## src/sssm_pkg.sv

```systemverilog
// Shared types and constants for the slot sensor safety monitor.
// Request, result, configuration and classified-request structs; no dependencies.
package sssm_pkg;

    localparam int STREAK_W = 8;
    localparam logic [STREAK_W-1:0] STREAK_MAX = 8'd255;

    localparam int CFG_ADDR_W = 4;

    localparam logic [1:0] REG_STALE_TIMEOUT = 2'd0;
    localparam logic [1:0] REG_MAX_TEMP      = 2'd1;
    localparam logic [1:0] REG_MAX_CURRENT   = 2'd2;
    localparam logic [1:0] REG_MAX_PRESSURE  = 2'd3;

    localparam logic [2:0] KIND_NONE     = 3'd0;
    localparam logic [2:0] KIND_LOST     = 3'd1;
    localparam logic [2:0] KIND_OVERTEMP = 3'd2;
    localparam logic [2:0] KIND_OVERCUR  = 3'd3;
    localparam logic [2:0] KIND_OVERPRES = 3'd4;

    localparam logic [22:0] CUR_ABS_MAX = 23'h7FFFFF;

    typedef struct packed {
        logic [1:0]         slot_index;
        logic               checks_off;
        logic               job_active;
        logic               temp_valid;
        logic [31:0]        temp_age_ms;
        logic signed [15:0] temp_value;
        logic               current_valid;
        logic               current_stale;
        logic signed [23:0] current_value;
        logic               pressure_valid;
        logic [31:0]        pressure_age_ms;
        logic signed [15:0] pressure_value;
    } t_req;

    typedef struct packed {
        logic       evaluated;
        logic       fault_found;
        logic [2:0] fault_kind;
        logic       fault_global;
        logic [1:0] fault_slot;
    } t_rsp;

    typedef struct packed {
        logic [31:0]        stale_timeout_ms;
        logic signed [15:0] max_temperature;
        logic [22:0]        max_current;
        logic signed [15:0] max_pressure;
    } t_cfg;

    typedef struct packed {
        logic [1:0] slot;
        logic       off;
        logic       run;
        logic       temp_bad;
        logic       pres_bad;
        logic       over_temp;
        logic       over_cur;
        logic       over_pres;
    } t_cls;

endpackage

```

## src/sssm_front.sv

```systemverilog
// Front end: takes requests while the queue has room and classifies them.
// Depends on sssm_pkg and sssm_classify.
module sssm_front (
    input  logic           i_req_valid,
    output logic           o_req_ready,
    input  sssm_pkg::t_req i_req,
    input  sssm_pkg::t_cfg i_cfg,
    input  logic           i_q_full,
    output logic           o_push,
    output sssm_pkg::t_cls o_cls
);

    assign o_req_ready = !i_q_full;
    assign o_push      = i_req_valid && !i_q_full;

    sssm_classify u_classify (
        .i_req (i_req),
        .i_cfg (i_cfg),
        .o_cls (o_cls)
    );

endmodule

```

## src/sssm_classify.sv

```systemverilog
// Front end: classifies one request against the configured limits.
// Depends on sssm_pkg.
module sssm_classify (
    input  sssm_pkg::t_req i_req,
    input  sssm_pkg::t_cfg i_cfg,
    output sssm_pkg::t_cls o_cls
);

    logic [23:0] cur_mag;
    logic [22:0] cur_abs;

    always_comb begin
        cur_mag = i_req.current_value[23] ? (24'd0 - i_req.current_value) : i_req.current_value;
        cur_abs = cur_mag[23] ? sssm_pkg::CUR_ABS_MAX : cur_mag[22:0];
    end

    always_comb begin
        o_cls.slot      = i_req.slot_index;
        o_cls.off       = i_req.checks_off;
        o_cls.run       = i_req.job_active;
        o_cls.temp_bad  = !i_req.temp_valid
                          || (i_req.temp_age_ms > i_cfg.stale_timeout_ms);
        o_cls.pres_bad  = !i_req.pressure_valid
                          || (i_req.pressure_age_ms > i_cfg.stale_timeout_ms);
        o_cls.over_temp = i_req.temp_valid && (i_req.temp_value > i_cfg.max_temperature);
        o_cls.over_cur  = i_req.current_valid && !i_req.current_stale
                          && (cur_abs > i_cfg.max_current);
        o_cls.over_pres = i_req.pressure_valid
                          && (i_req.pressure_value > i_cfg.max_pressure);
    end

endmodule

```

## src/sssm_queue.sv

```systemverilog
// Two-entry queue of classified requests between front and back ends.
// Depends on sssm_pkg.
module sssm_queue (
    input  logic           i_clk,
    input  logic           i_rst_n,
    input  logic           i_push,
    input  sssm_pkg::t_cls i_data,
    output logic           o_full,
    input  logic           i_pop,
    output logic           o_valid,
    output sssm_pkg::t_cls o_data
);

    sssm_pkg::t_cls r_mem [2];
    logic           r_wptr;
    logic           r_rptr;
    logic [1:0]     r_count;
    logic [1:0]     n_count;

    assign o_full  = (r_count == 2'd2);
    assign o_valid = (r_count != 2'd0);
    assign o_data  = r_mem[r_rptr];

    always_comb begin
        n_count = r_count;
        if (i_push && !i_pop) begin
            n_count = r_count + 2'd1;
        end else if (i_pop && !i_push) begin
            n_count = r_count - 2'd1;
        end
    end

    always_ff @(posedge i_clk) begin
        if (i_push) begin
            r_mem[r_wptr] <= i_data;
        end
    end

    always_ff @(posedge i_clk) begin
        if (!i_rst_n) begin
            r_wptr  <= 1'b0;
            r_rptr  <= 1'b0;
            r_count <= 2'd0;
        end else begin
            if (i_push) begin
                r_wptr <= !r_wptr;
            end
            if (i_pop) begin
                r_rptr <= !r_rptr;
            end
            r_count <= n_count;
        end
    end

endmodule

```

## src/sssm_back.sv

```systemverilog
// Back end: per-slot streaks, scan state, fault priority and result register.
// Depends on sssm_pkg.
module sssm_back #(
    parameter int SLOTS       = 4,
    parameter int STREAK_TRIP = 3
) (
    input  logic           i_clk,
    input  logic           i_rst_n,
    input  logic           i_cls_valid,
    input  sssm_pkg::t_cls i_cls,
    output logic           o_pop,
    output logic           o_rsp_valid,
    input  logic           i_rsp_ready,
    output sssm_pkg::t_rsp o_rsp
);

    localparam int IDX_W = (SLOTS > 1) ? $clog2(SLOTS) : 1;
    localparam logic [sssm_pkg::STREAK_W-1:0] TRIP = sssm_pkg::STREAK_W'(STREAK_TRIP);

    logic [sssm_pkg::STREAK_W-1:0] r_temp_streak [SLOTS];
    logic [sssm_pkg::STREAK_W-1:0] r_pres_streak [SLOTS];
    logic                          r_scan_ended;
    logic                          r_rsp_valid;
    sssm_pkg::t_rsp                r_rsp;

    logic                          n_scan_ended;
    sssm_pkg::t_rsp                n_rsp;
    logic [sssm_pkg::STREAK_W-1:0] n_temp;
    logic [sssm_pkg::STREAK_W-1:0] n_pres;
    logic [IDX_W-1:0]              idx;
    logic                          in_range;
    logic                          skip;
    logic                          wr_streak;
    logic [sssm_pkg::STREAK_W-1:0] cur_temp;
    logic [sssm_pkg::STREAK_W-1:0] cur_pres;
    logic [2:0]                    kind;
    logic                          glob;

    assign o_pop       = i_cls_valid && (!r_rsp_valid || i_rsp_ready);
    assign o_rsp_valid = r_rsp_valid;
    assign o_rsp       = r_rsp;

    always_comb begin
        idx      = IDX_W'(i_cls.slot);
        in_range = (32'(i_cls.slot) < 32'(SLOTS));
        skip     = ((i_cls.slot != 2'd0) && r_scan_ended) || i_cls.off || !in_range;
        cur_temp = in_range ? r_temp_streak[idx] : '0;
        cur_pres = in_range ? r_pres_streak[idx] : '0;

        n_temp = '0;
        n_pres = '0;
        if (i_cls.run && i_cls.temp_bad) begin
            n_temp = (cur_temp == sssm_pkg::STREAK_MAX) ? cur_temp
                     : cur_temp + sssm_pkg::STREAK_W'(1);
        end
        if (i_cls.run && i_cls.pres_bad) begin
            n_pres = (cur_pres == sssm_pkg::STREAK_MAX) ? cur_pres
                     : cur_pres + sssm_pkg::STREAK_W'(1);
        end

        kind = sssm_pkg::KIND_NONE;
        glob = 1'b0;
        if (!skip && i_cls.run) begin
            if (n_temp >= TRIP) begin
                kind = sssm_pkg::KIND_LOST;
            end else if (i_cls.over_temp) begin
                kind = sssm_pkg::KIND_OVERTEMP;
            end else if (i_cls.over_cur) begin
                kind = sssm_pkg::KIND_OVERCUR;
            end else if (n_pres >= TRIP) begin
                kind = sssm_pkg::KIND_LOST;
                glob = 1'b1;
            end else if (i_cls.over_pres) begin
                kind = sssm_pkg::KIND_OVERPRES;
                glob = 1'b1;
            end
        end

        wr_streak          = o_pop && !skip;
        n_rsp.evaluated    = !skip;
        n_rsp.fault_found  = (kind != sssm_pkg::KIND_NONE);
        n_rsp.fault_kind   = kind;
        n_rsp.fault_global = glob;
        n_rsp.fault_slot   = (n_rsp.fault_found && !glob) ? i_cls.slot : 2'd0;
        n_scan_ended       = ((i_cls.slot != 2'd0) && r_scan_ended) || n_rsp.fault_found;
    end

    always_ff @(posedge i_clk) begin
        if (o_pop) begin
            r_rsp <= n_rsp;
        end
    end

    always_ff @(posedge i_clk) begin
        if (!i_rst_n) begin
            r_scan_ended <= 1'b0;
            r_rsp_valid  <= 1'b0;
            for (int i = 0; i < SLOTS; i++) begin
                r_temp_streak[i] <= '0;
                r_pres_streak[i] <= '0;
            end
        end else begin
            if (o_pop) begin
                r_scan_ended <= n_scan_ended;
                r_rsp_valid  <= 1'b1;
            end else if (i_rsp_ready) begin
                r_rsp_valid  <= 1'b0;
            end
            if (wr_streak) begin
                r_temp_streak[idx] <= n_temp;
                r_pres_streak[idx] <= n_pres;
            end
        end
    end

endmodule

```

## src/slot_sensor_safety_monitor_top.sv

```systemverilog
// Channel     | Signals                              | Transfer
// ------------+--------------------------------------+--------------------------------
// request in  | i_req_valid, o_req_ready, i_req      | i_req_valid && o_req_ready
// result out  | o_rsp_valid, i_rsp_ready, o_rsp      | o_rsp_valid && i_rsp_ready
// config      | psel, penable, pwrite, paddr, pwdata | psel && penable && pwrite
//
// One request per cycle sustained while the queue has room; a taken request passes through the
// queue and then the back end's result register before its result is offered.
// The per-request loop is the back end's streak read-modify-write and scan-ended flag.
// A two-entry queue parts front and back; o_req_ready drops only when it is full.
// Synchronous reset clears streaks, scan state and queue.
// Top level: configuration registers, front end, queue and back end.
// Depends on sssm_pkg, sssm_front, sssm_classify, sssm_queue, sssm_back.
module slot_sensor_safety_monitor_top #(
    parameter int SLOTS       = 4,
    parameter int STREAK_TRIP = 3
) (
    input  logic                          i_clk,
    input  logic                          i_rst_n,
    input  logic                          i_req_valid,
    output logic                          o_req_ready,
    input  sssm_pkg::t_req                i_req,
    output logic                          o_rsp_valid,
    input  logic                          i_rsp_ready,
    output sssm_pkg::t_rsp                o_rsp,
    input  logic                          psel,
    input  logic                          penable,
    input  logic                          pwrite,
    input  logic [sssm_pkg::CFG_ADDR_W-1:0] paddr,
    input  logic [31:0]                   pwdata,
    output logic [31:0]                   prdata,
    output logic                          pready
);

    sssm_pkg::t_cfg r_cfg;
    sssm_pkg::t_cls front_cls;
    sssm_pkg::t_cls q_cls;
    logic           q_full;
    logic           q_valid;
    logic           q_pop;
    logic           q_push;
    logic           cfg_wr;
    logic [1:0]     reg_sel;

    assign pready      = 1'b1;
    assign reg_sel     = paddr[3:2];
    assign cfg_wr      = psel && penable && pwrite && pready;

    always_comb begin
        case (reg_sel)
            sssm_pkg::REG_STALE_TIMEOUT: prdata = r_cfg.stale_timeout_ms;
            sssm_pkg::REG_MAX_TEMP:      prdata = 32'(r_cfg.max_temperature);
            sssm_pkg::REG_MAX_CURRENT:   prdata = {9'd0, r_cfg.max_current};
            sssm_pkg::REG_MAX_PRESSURE:  prdata = 32'(r_cfg.max_pressure);
            default:                     prdata = 32'd0;
        endcase
    end

    always_ff @(posedge i_clk) begin
        if (!i_rst_n) begin
            r_cfg.stale_timeout_ms <= 32'd1000;
            r_cfg.max_temperature  <= 16'sd800;
            r_cfg.max_current      <= 23'd10000;
            r_cfg.max_pressure     <= 16'sd10000;
        end else if (cfg_wr) begin
            case (reg_sel)
                sssm_pkg::REG_STALE_TIMEOUT: r_cfg.stale_timeout_ms <= pwdata;
                sssm_pkg::REG_MAX_TEMP:      r_cfg.max_temperature  <= pwdata[15:0];
                sssm_pkg::REG_MAX_CURRENT:   r_cfg.max_current      <= pwdata[22:0];
                sssm_pkg::REG_MAX_PRESSURE:  r_cfg.max_pressure     <= pwdata[15:0];
                default: ;
            endcase
        end
    end

    sssm_front u_front (
        .i_req_valid (i_req_valid),
        .o_req_ready (o_req_ready),
        .i_req       (i_req),
        .i_cfg       (r_cfg),
        .i_q_full    (q_full),
        .o_push      (q_push),
        .o_cls       (front_cls)
    );

    sssm_queue u_queue (
        .i_clk   (i_clk),
        .i_rst_n (i_rst_n),
        .i_push  (q_push),
        .i_data  (front_cls),
        .o_full  (q_full),
        .i_pop   (q_pop),
        .o_valid (q_valid),
        .o_data  (q_cls)
    );

    sssm_back #(
        .SLOTS       (SLOTS),
        .STREAK_TRIP (STREAK_TRIP)
    ) u_back (
        .i_clk       (i_clk),
        .i_rst_n     (i_rst_n),
        .i_cls_valid (q_valid),
        .i_cls       (q_cls),
        .o_pop       (q_pop),
        .o_rsp_valid (o_rsp_valid),
        .i_rsp_ready (i_rsp_ready),
        .o_rsp       (o_rsp)
    );

endmodule

```

## config.mk

```make
export PLATFORM = sky130hd
export DESIGN_NAME = slot_sensor_safety_monitor_top
export DESIGN_NICKNAME = d
export VERILOG_FILES = /design/src/sssm_pkg.sv /design/src/sssm_front.sv /design/src/sssm_classify.sv /design/src/sssm_queue.sv /design/src/sssm_back.sv /design/src/slot_sensor_safety_monitor_top.sv
export SDC_FILE = /design/constraint.sdc
export NUM_CORES = 1
export LEC_CHECK = 0
export ABC_AREA = 1
export BUFFER_PORTS_ARGS = -buffer_cell sky130_fd_sc_hd__buf_4
export CAP_MARGIN = 40
export CELL_PAD_IN_SITES_DETAIL_PLACEMENT = 0
export CELL_PAD_IN_SITES_GLOBAL_PLACEMENT = 1
export CORE_ASPECT_RATIO = 0.7
export CORE_UTILIZATION = 38
export DETAILED_ROUTE_END_ITERATION = 6
export HOLD_SLACK_MARGIN = 0.08
export PLACE_DENSITY_LB_ADDON = 0.1
export SYNTH_ARGS = -nofsm -noshare
export SYNTH_HDL_FRONTEND = slang
export SYNTH_SLANG_ARGS = --single-unit
```

## constraint.sdc

```tcl
create_clock -name i_clk -period 3.7 [get_ports i_clk]
set_clock_uncertainty 0.15 [all_clocks]
set_input_delay 0.185 -clock i_clk [delete_from_list [all_inputs] [get_ports i_clk]]
set_output_delay 0.185 -clock i_clk [all_outputs]
set_load 0.01 [all_outputs]
```

=== Yosys cells after proc, flatten, opt, wreduce, memory -nomap -nowiden ===
Memories as Yosys holds them, arrays and structs flattened. A register that Yosys moved wholly into a read port is not among the register bits.
Cells that the tools add are included.

* Reductions and logical operators: 44
* Add/subtract/negate cells: 5
* Magnitude comparators: 7
* Mux-type cells: 37
* Eq/ne operators: 6

{| class="wikitable"
|+ Operators with widths
! kind !! count
|-
| $pmux 32 s4 || 1
|-
| $gt 32x32->1 || 2
|-
| $mux 8 || 6
|-
| $gt 16x16->1 || 2
|-
| $mux 24 || 1
|-
| $sub 1x24->24 const A || 1
|-
| $gt 23x23->1 || 1
|-
| $mux 23 || 1
|-
| $mux 1 || 18
|-
| $mux 3 || 6
|-
| $add 8x1->8 const B || 2
|-
| $eq 8x8->1 const B || 2
|-
| $ge 8x2->1 const B || 2
|-
| $logic_and 1x1->1 || 16
|-
| $reduce_or 8->1 || 2
|-
| $logic_not 1->1 || 11
|-
| $mux 2 || 4
|-
| $reduce_and 2->1 || 4
|-
| $reduce_bool 2->1 || 4
|-
| $eq 2x2->1 const B || 3
|-
| $logic_or 1x1->1 || 5
|-
| $reduce_bool 3->1 || 1
|-
| $add 2x1->2 const B || 1
|-
| $eq 2x1->1 const B || 1
|-
| 2 further kinds || 2
|}

* Logic and storage cells: 116
* Memories: 3
* Bits in registers: 101
* Bits in writable memories: 82
* Output and inout bits: 43
* Input port bits: 171

{| class="wikitable"
|+ Memories
! name !! words !! bits a word !! read ports !! clocked after Yosys merged registers in !! write ports !! line !! text
|-
| u_back.r_pres_streak || 4 || 8 || 1 || 0 || 4 || sssm_back.sv:21 || <nowiki>logic [sssm_pkg::STREAK_W-1:0] r_pres_streak [SLOTS];</nowiki>
|-
| u_back.r_temp_streak || 4 || 8 || 1 || 0 || 4 || sssm_back.sv:20 || <nowiki>logic [sssm_pkg::STREAK_W-1:0] r_temp_streak [SLOTS];</nowiki>
|-
| u_queue.r_mem || 2 || 9 || 1 || 1 || 1 || sssm_queue.sv:14 || <nowiki>sssm_pkg::t_cls r_mem [2];</nowiki>
|}

=== Logic depth before layout (Yosys ltp) ===
An unclocked memory read counts as a cell.

* Depth in word-level cells: 12
* Gate-level depth with buffers: 24

=== By module ===
Synthesis repeated with hierarchy kept, for this count alone.

* Cells, all modules: 1872
* Area total of the unflattened synthesis: 13082.5 µm²

{| class="wikitable"
|+ Modules (own cells, without submodules)
! module !! instances !! area an instance (µm²) !! cells an instance
|-
| sssm_back || 1 || 4281.6 || 546
|-
| slot_sensor_safety_monitor_top || 1 || 4011.3 || 630
|-
| sssm_classify || 1 || 3858.7 || 630
|-
| sssm_queue || 1 || 917.1 || 63
|-
| sssm_front || 1 || 13.8 || 3
|}

=== Least setup slack after synthesis ===
No wires, ideal clock.

* Kind: input to register
* Start: input i_req[52] in the netlist's numbering
* End: memory u_queue.r_mem[0][1] in the netlist's numbering (data pin)
* Arrival time: 3.079 ns
* Setup time: 0.253 ns
* Path buffers: 1
* Stages: 24
* Path slack: 0.218 ns
* Cells stage by stage: nor3_1 nand3_1 nor3_1 nand2_1 nor2_1 nand2_1 nor3_1 nand2_1 nor4_4 inv_1 clkbuf_1 nand2_1 ha_1 a21oi_1 o21ai_0 a21o_1 a21oi_1 o21ai_0 a21oi_1 o21ai_0 nand4_1 nand2_1 nand4_1 inv_1

{| class="wikitable"
|+ RTL lines
! what !! line !! text
|-
| start: declaration || slot_sensor_safety_monitor_top.sv:22 || <nowiki>input sssm_pkg::t_req i_req,</nowiki>
|-
| end: declaration || sssm_queue.sv:14 ||
|}

==> impl_metrics.toml <==
[placed_design]
gpl.final_weighted_congestion = 0.8839
placement.io_buffers = 210
place.detailed.instances = 2120
place_hpwl_microns = 30160

[power]
power_frac_seq = 0.342
finalPower_w = 0.007146
powerDensity_nw_per_um2 = 472.0
swShare = 0.3813
internal-power_w = 0.004421
ir_worst_vdd_mv = 0.3319
static-leakage-power_nw = 6.774
power.net_switching_w = 0.002725
share_clk_of_total_power = 0.260
power.share.combinational = 0.398

[sta]
max_slew_vio_count = 0
min_period_ns = 3.425
fmaxAchievable_mhz = 292.0
worst_slew_margin_rel = 0.4178
max_slew.worst_pin.slew_ns = 0.8641
final-setup-viol-count = 0
hold_viol = 0
grt_setup_unrepaired = "false"
final_worst_path_period_share = 0.9256

[yosys]
synth.lib_cells_used.distinct = 46
synth_top_area_share = 0.2311
synth_area_per_cell_sq_um = 7.853
synth_edf_count = 90
syn-instance-count = 1489
ys_warn_count = 0
synth.yosys.seq_area_share = 0.3920
synth_flop_cell = "dfxtp_1"
synthArstFlopShare = 0
yosys-top-cells-area = "edfxtp_1, dfxtp_1, ha_1, nand2_1, o21ai_0"
synth.net_count = 1783
post_synth_design_cell_area_sq_um = 11690
synthesized_flop_and_latch_total = 184
synth_area_leader_cell = "edfxtp_1"

[cts]
cts_max_level = 4
tritoncts_clock_tree = "built"
clk_latency_ns = 0.44
cts.sink_count = 184
cts_setup_buffers = 0
clk_pin_slew_ns = 0.07
cts_root_buffer = "clkbuf_16"
clk_path_buf_depth = 2
cts_made_buffers = 17

[critical_path]
ff2ff_path_depth = 18
reg2reg_setup_slack_ns = 0.28
worst_ep_required_ns = 3.75
crit_path_end = "u_back.o_rsp[1]$_SDFFCE_PN0P_"
worst_r2r_endpoint = "u_back.o_rsp[1]$_SDFFCE_PN0P_"
worst_setup_path_end_kind = "register"
criticalPathCategory = "register to register"
crit_fanout = 14
critical_path_arrival_ns = 3.48
worst_setup_path_start_kind = "register"

[detailed_routing]
detail_route.wirelength_microns = 38380
route.detailed.wl_per_inst_microns = 17.48
remaining_drc_errors = 0
drt_pass1_iterations = 5
dr_total_vias = 11043
drt.antenna.violating_nets = 0
detail_route.iter0.violations = 771
route.detailed.vias_per_inst = 5.031

[finish]
final_net_count = 2064
num_antenna_cells = 0
layoutNonFillerInstCount = 2195
layout-drive-gt1-share = 0.1963
syn_to_final_growth_pct = 29.48

[floorplanning]
starting_density_of_the_core = 0.3884
dieHeight_microns = 148.8
core_sq_um = 30110
floorplan.die_area_sq_um = 31490
chipWidth_microns = 211.7
io_pins = 214
row_count = 53

[global_route]
pin_count_of_the_biggest_net_entering_global_routing = 91
via_count_of_the_first_global_routing_pass = 10198
number_of_antenna_violations_at_the_first_check_in_global_routing = 0
grt.overflow.total = 0
grt_pass1_wl_microns = 58100
grt_usage = 0.2455

[job]
maxcap_violations = 0

[status]
run_status = "completed"

[worst_hold_path]
worst_hold_path_type = "input port to register"
holdCritStartpoint = "i_req[0]"
==> worst max-delay path: stages (launching register included) <==
cell,delay (ns)
dfxtp_1,0.57
inv_2,0.16
nand2_4,0.16
nand2_4,0.09
buf_12,0.16
nand2_1,0.06
nand3_1,0.10
nand2_2,0.12
ha_1,0.17
nand3_1,0.14
nor2_1,0.19
nand3b_1,0.09
nand3_1,0.09
nand2_1,0.09
nor2_2,0.26
nand3_1,0.15
or2_1,0.30
nand2_2,0.09
nor2_1,0.04
==> timing repair <==
action | 4_1_cts | 5_1_grt
hold endpoints to repair | 108 | 0
endpoints found under the setup margin | 0 | 2
gates resized for setup | 0 | 1
hold buffers | 43 | 0
==> metal layers <==
metal | vias up | part of all wire | routed length [microns] | GRT usage
li1 | 5623 | - | - | -
met2 | 338 | 0.38 | 14690 | 0.3301
met1 | 5063 | 0.53 | 20490 | 0.3923
met3 | 19 | 0.074 | 2842 | 0.05326
met5 | - | 0 | 0 | 0
met4 | 0 | 0.0092 | 354 | 0.04638
==> stage by stage <==
step           TNS [ns]  utilization  cell area, sq um  worst slack (ns)  hold slack, ns
4_1_cts               0       0.5027             15140            0.2905          0.2418
2_1_floorplan         0            -             11690            0.2175          0.1339
6_report              0       0.5029             15140            0.2752          0.2531
5_1_grt               0       0.5029             15140          0.008276          0.3048
3_3_place_gp          0       0.4664             14040           0.02047          0.2287
3_5_place_dp    -0.1309       0.4687             14110          -0.06547          0.2276
==> layout by cell type (no fill, tap or decap), types with 16 or more instances in the layout <==
cell / Yosys / routed
ha_1: 123 / 123
nand2_1: 246 / 246
dlygate4sd3_1: 0 / 43
nand2_2: 16 / 16
a21oi_1: 138 / 138
o21ai_0: 147 / 147
dfxtp_1: 94 / 94
buf_4: 6 / 260
nand3_1: 98 / 98
edfxtp_1: 90 / 90
nor2_1: 145 / 145
o211ai_1: 25 / 25
inv_1: 189 / 189
clkbuf_16: 0 / 19
nand4_1: 19 / 19
==> kinds of logic after synthesis <==
family / after synthesis / share of synthesized area
fa+ha+maj: 123 / 0.1316
simple gates: 573 / 0.2197
mux: 3 / 0.002568
flops: 184 / 0.3920
compound gates: 348 / 0.1615
other cells: 1 / 0.0003207
buf+inv: 244 / 0.08260
xor+xnor: 13 / 0.009737
==> synth_stat cells, types with 4 or more instances <==
cell type and n:
nand2_1 246, inv_1 189, o21ai_0 147, nor2_1 145, a21oi_1 138, ha_1 123
nand3_1 98, dfxtp_1 94, edfxtp_1 90, clkbuf_1 36, o211ai_1 25, nand4_1 19
nand2_2 16, nor3_1 13, a22oi_1 9, nand3_2 8, xor2_1 8, nor2_2 7
buf_4 6, o22ai_1 6, a31oi_1 5, nor2_4 5, xnor2_1 5, a211oi_1 4
a21o_1 4, buf_2 4, inv_2 4, or2_2 4
==> power by group through the flow <==
stage / sequential [W] / combinational, W / clock [W]
2_1_floorplan: 0.00249 / 0.00165 / 0
3_3_place_gp: 0.00249 / 0.00276 / 0
3_5_place_dp: 0.00249 / 0.00277 / 0
4_1_cts: 0.00244 / 0.00283 / 0.00189
5_1_grt: 0.00246 / 0.00315 / 0.00198
6_report: 0.00244 / 0.00284 / 0.00186
==> state kept, by name (all words and copies together) (netlist names), named ones only <==
register              cells
u_back.r_scan_ended       1
u_queue.r_mem            18
u_back.r_pres_streak     32
u_back.o_rsp              8
u_back.o_rsp_valid        1
u_queue.r_rptr            1
r_cfg                    87
u_back.r_temp_streak     32
u_queue.r_wptr            1
u_queue.r_count           2
==> worst min-delay path by stage <==
stage                                               end  slack, ns  depth (start not counted)
final                     u_queue.r_mem[1][0]$_DFFE_PP_       0.25                          6
after floorplan           u_queue.r_mem[0][5]$_DFFE_PP_       0.13                          0
after global placement    u_queue.r_mem[0][6]$_DFFE_PP_       0.23                          1
after detailed placement  u_queue.r_mem[0][6]$_DFFE_PP_       0.23                          1
after CTS                 u_queue.r_mem[1][0]$_DFFE_PP_       0.24                          6
after global routing      u_queue.r_mem[1][0]$_DFFE_PP_       0.30                          6
==> area by class of cell <==
type / count / area, sq um
Sequential cell: 184 / 4584
Tap cell: 412 / 515.5
Timing Repair Buffer: 311 / 2552
Clock buffer: 21 / 493.0
Multi-Input combinational cell: 1061 / 6162
Fill cell: 2987 / 14970
Inverter: 195 / 732.0
Clock inverter: 11 / 101.3
Power figures use the tool's default switching activity.
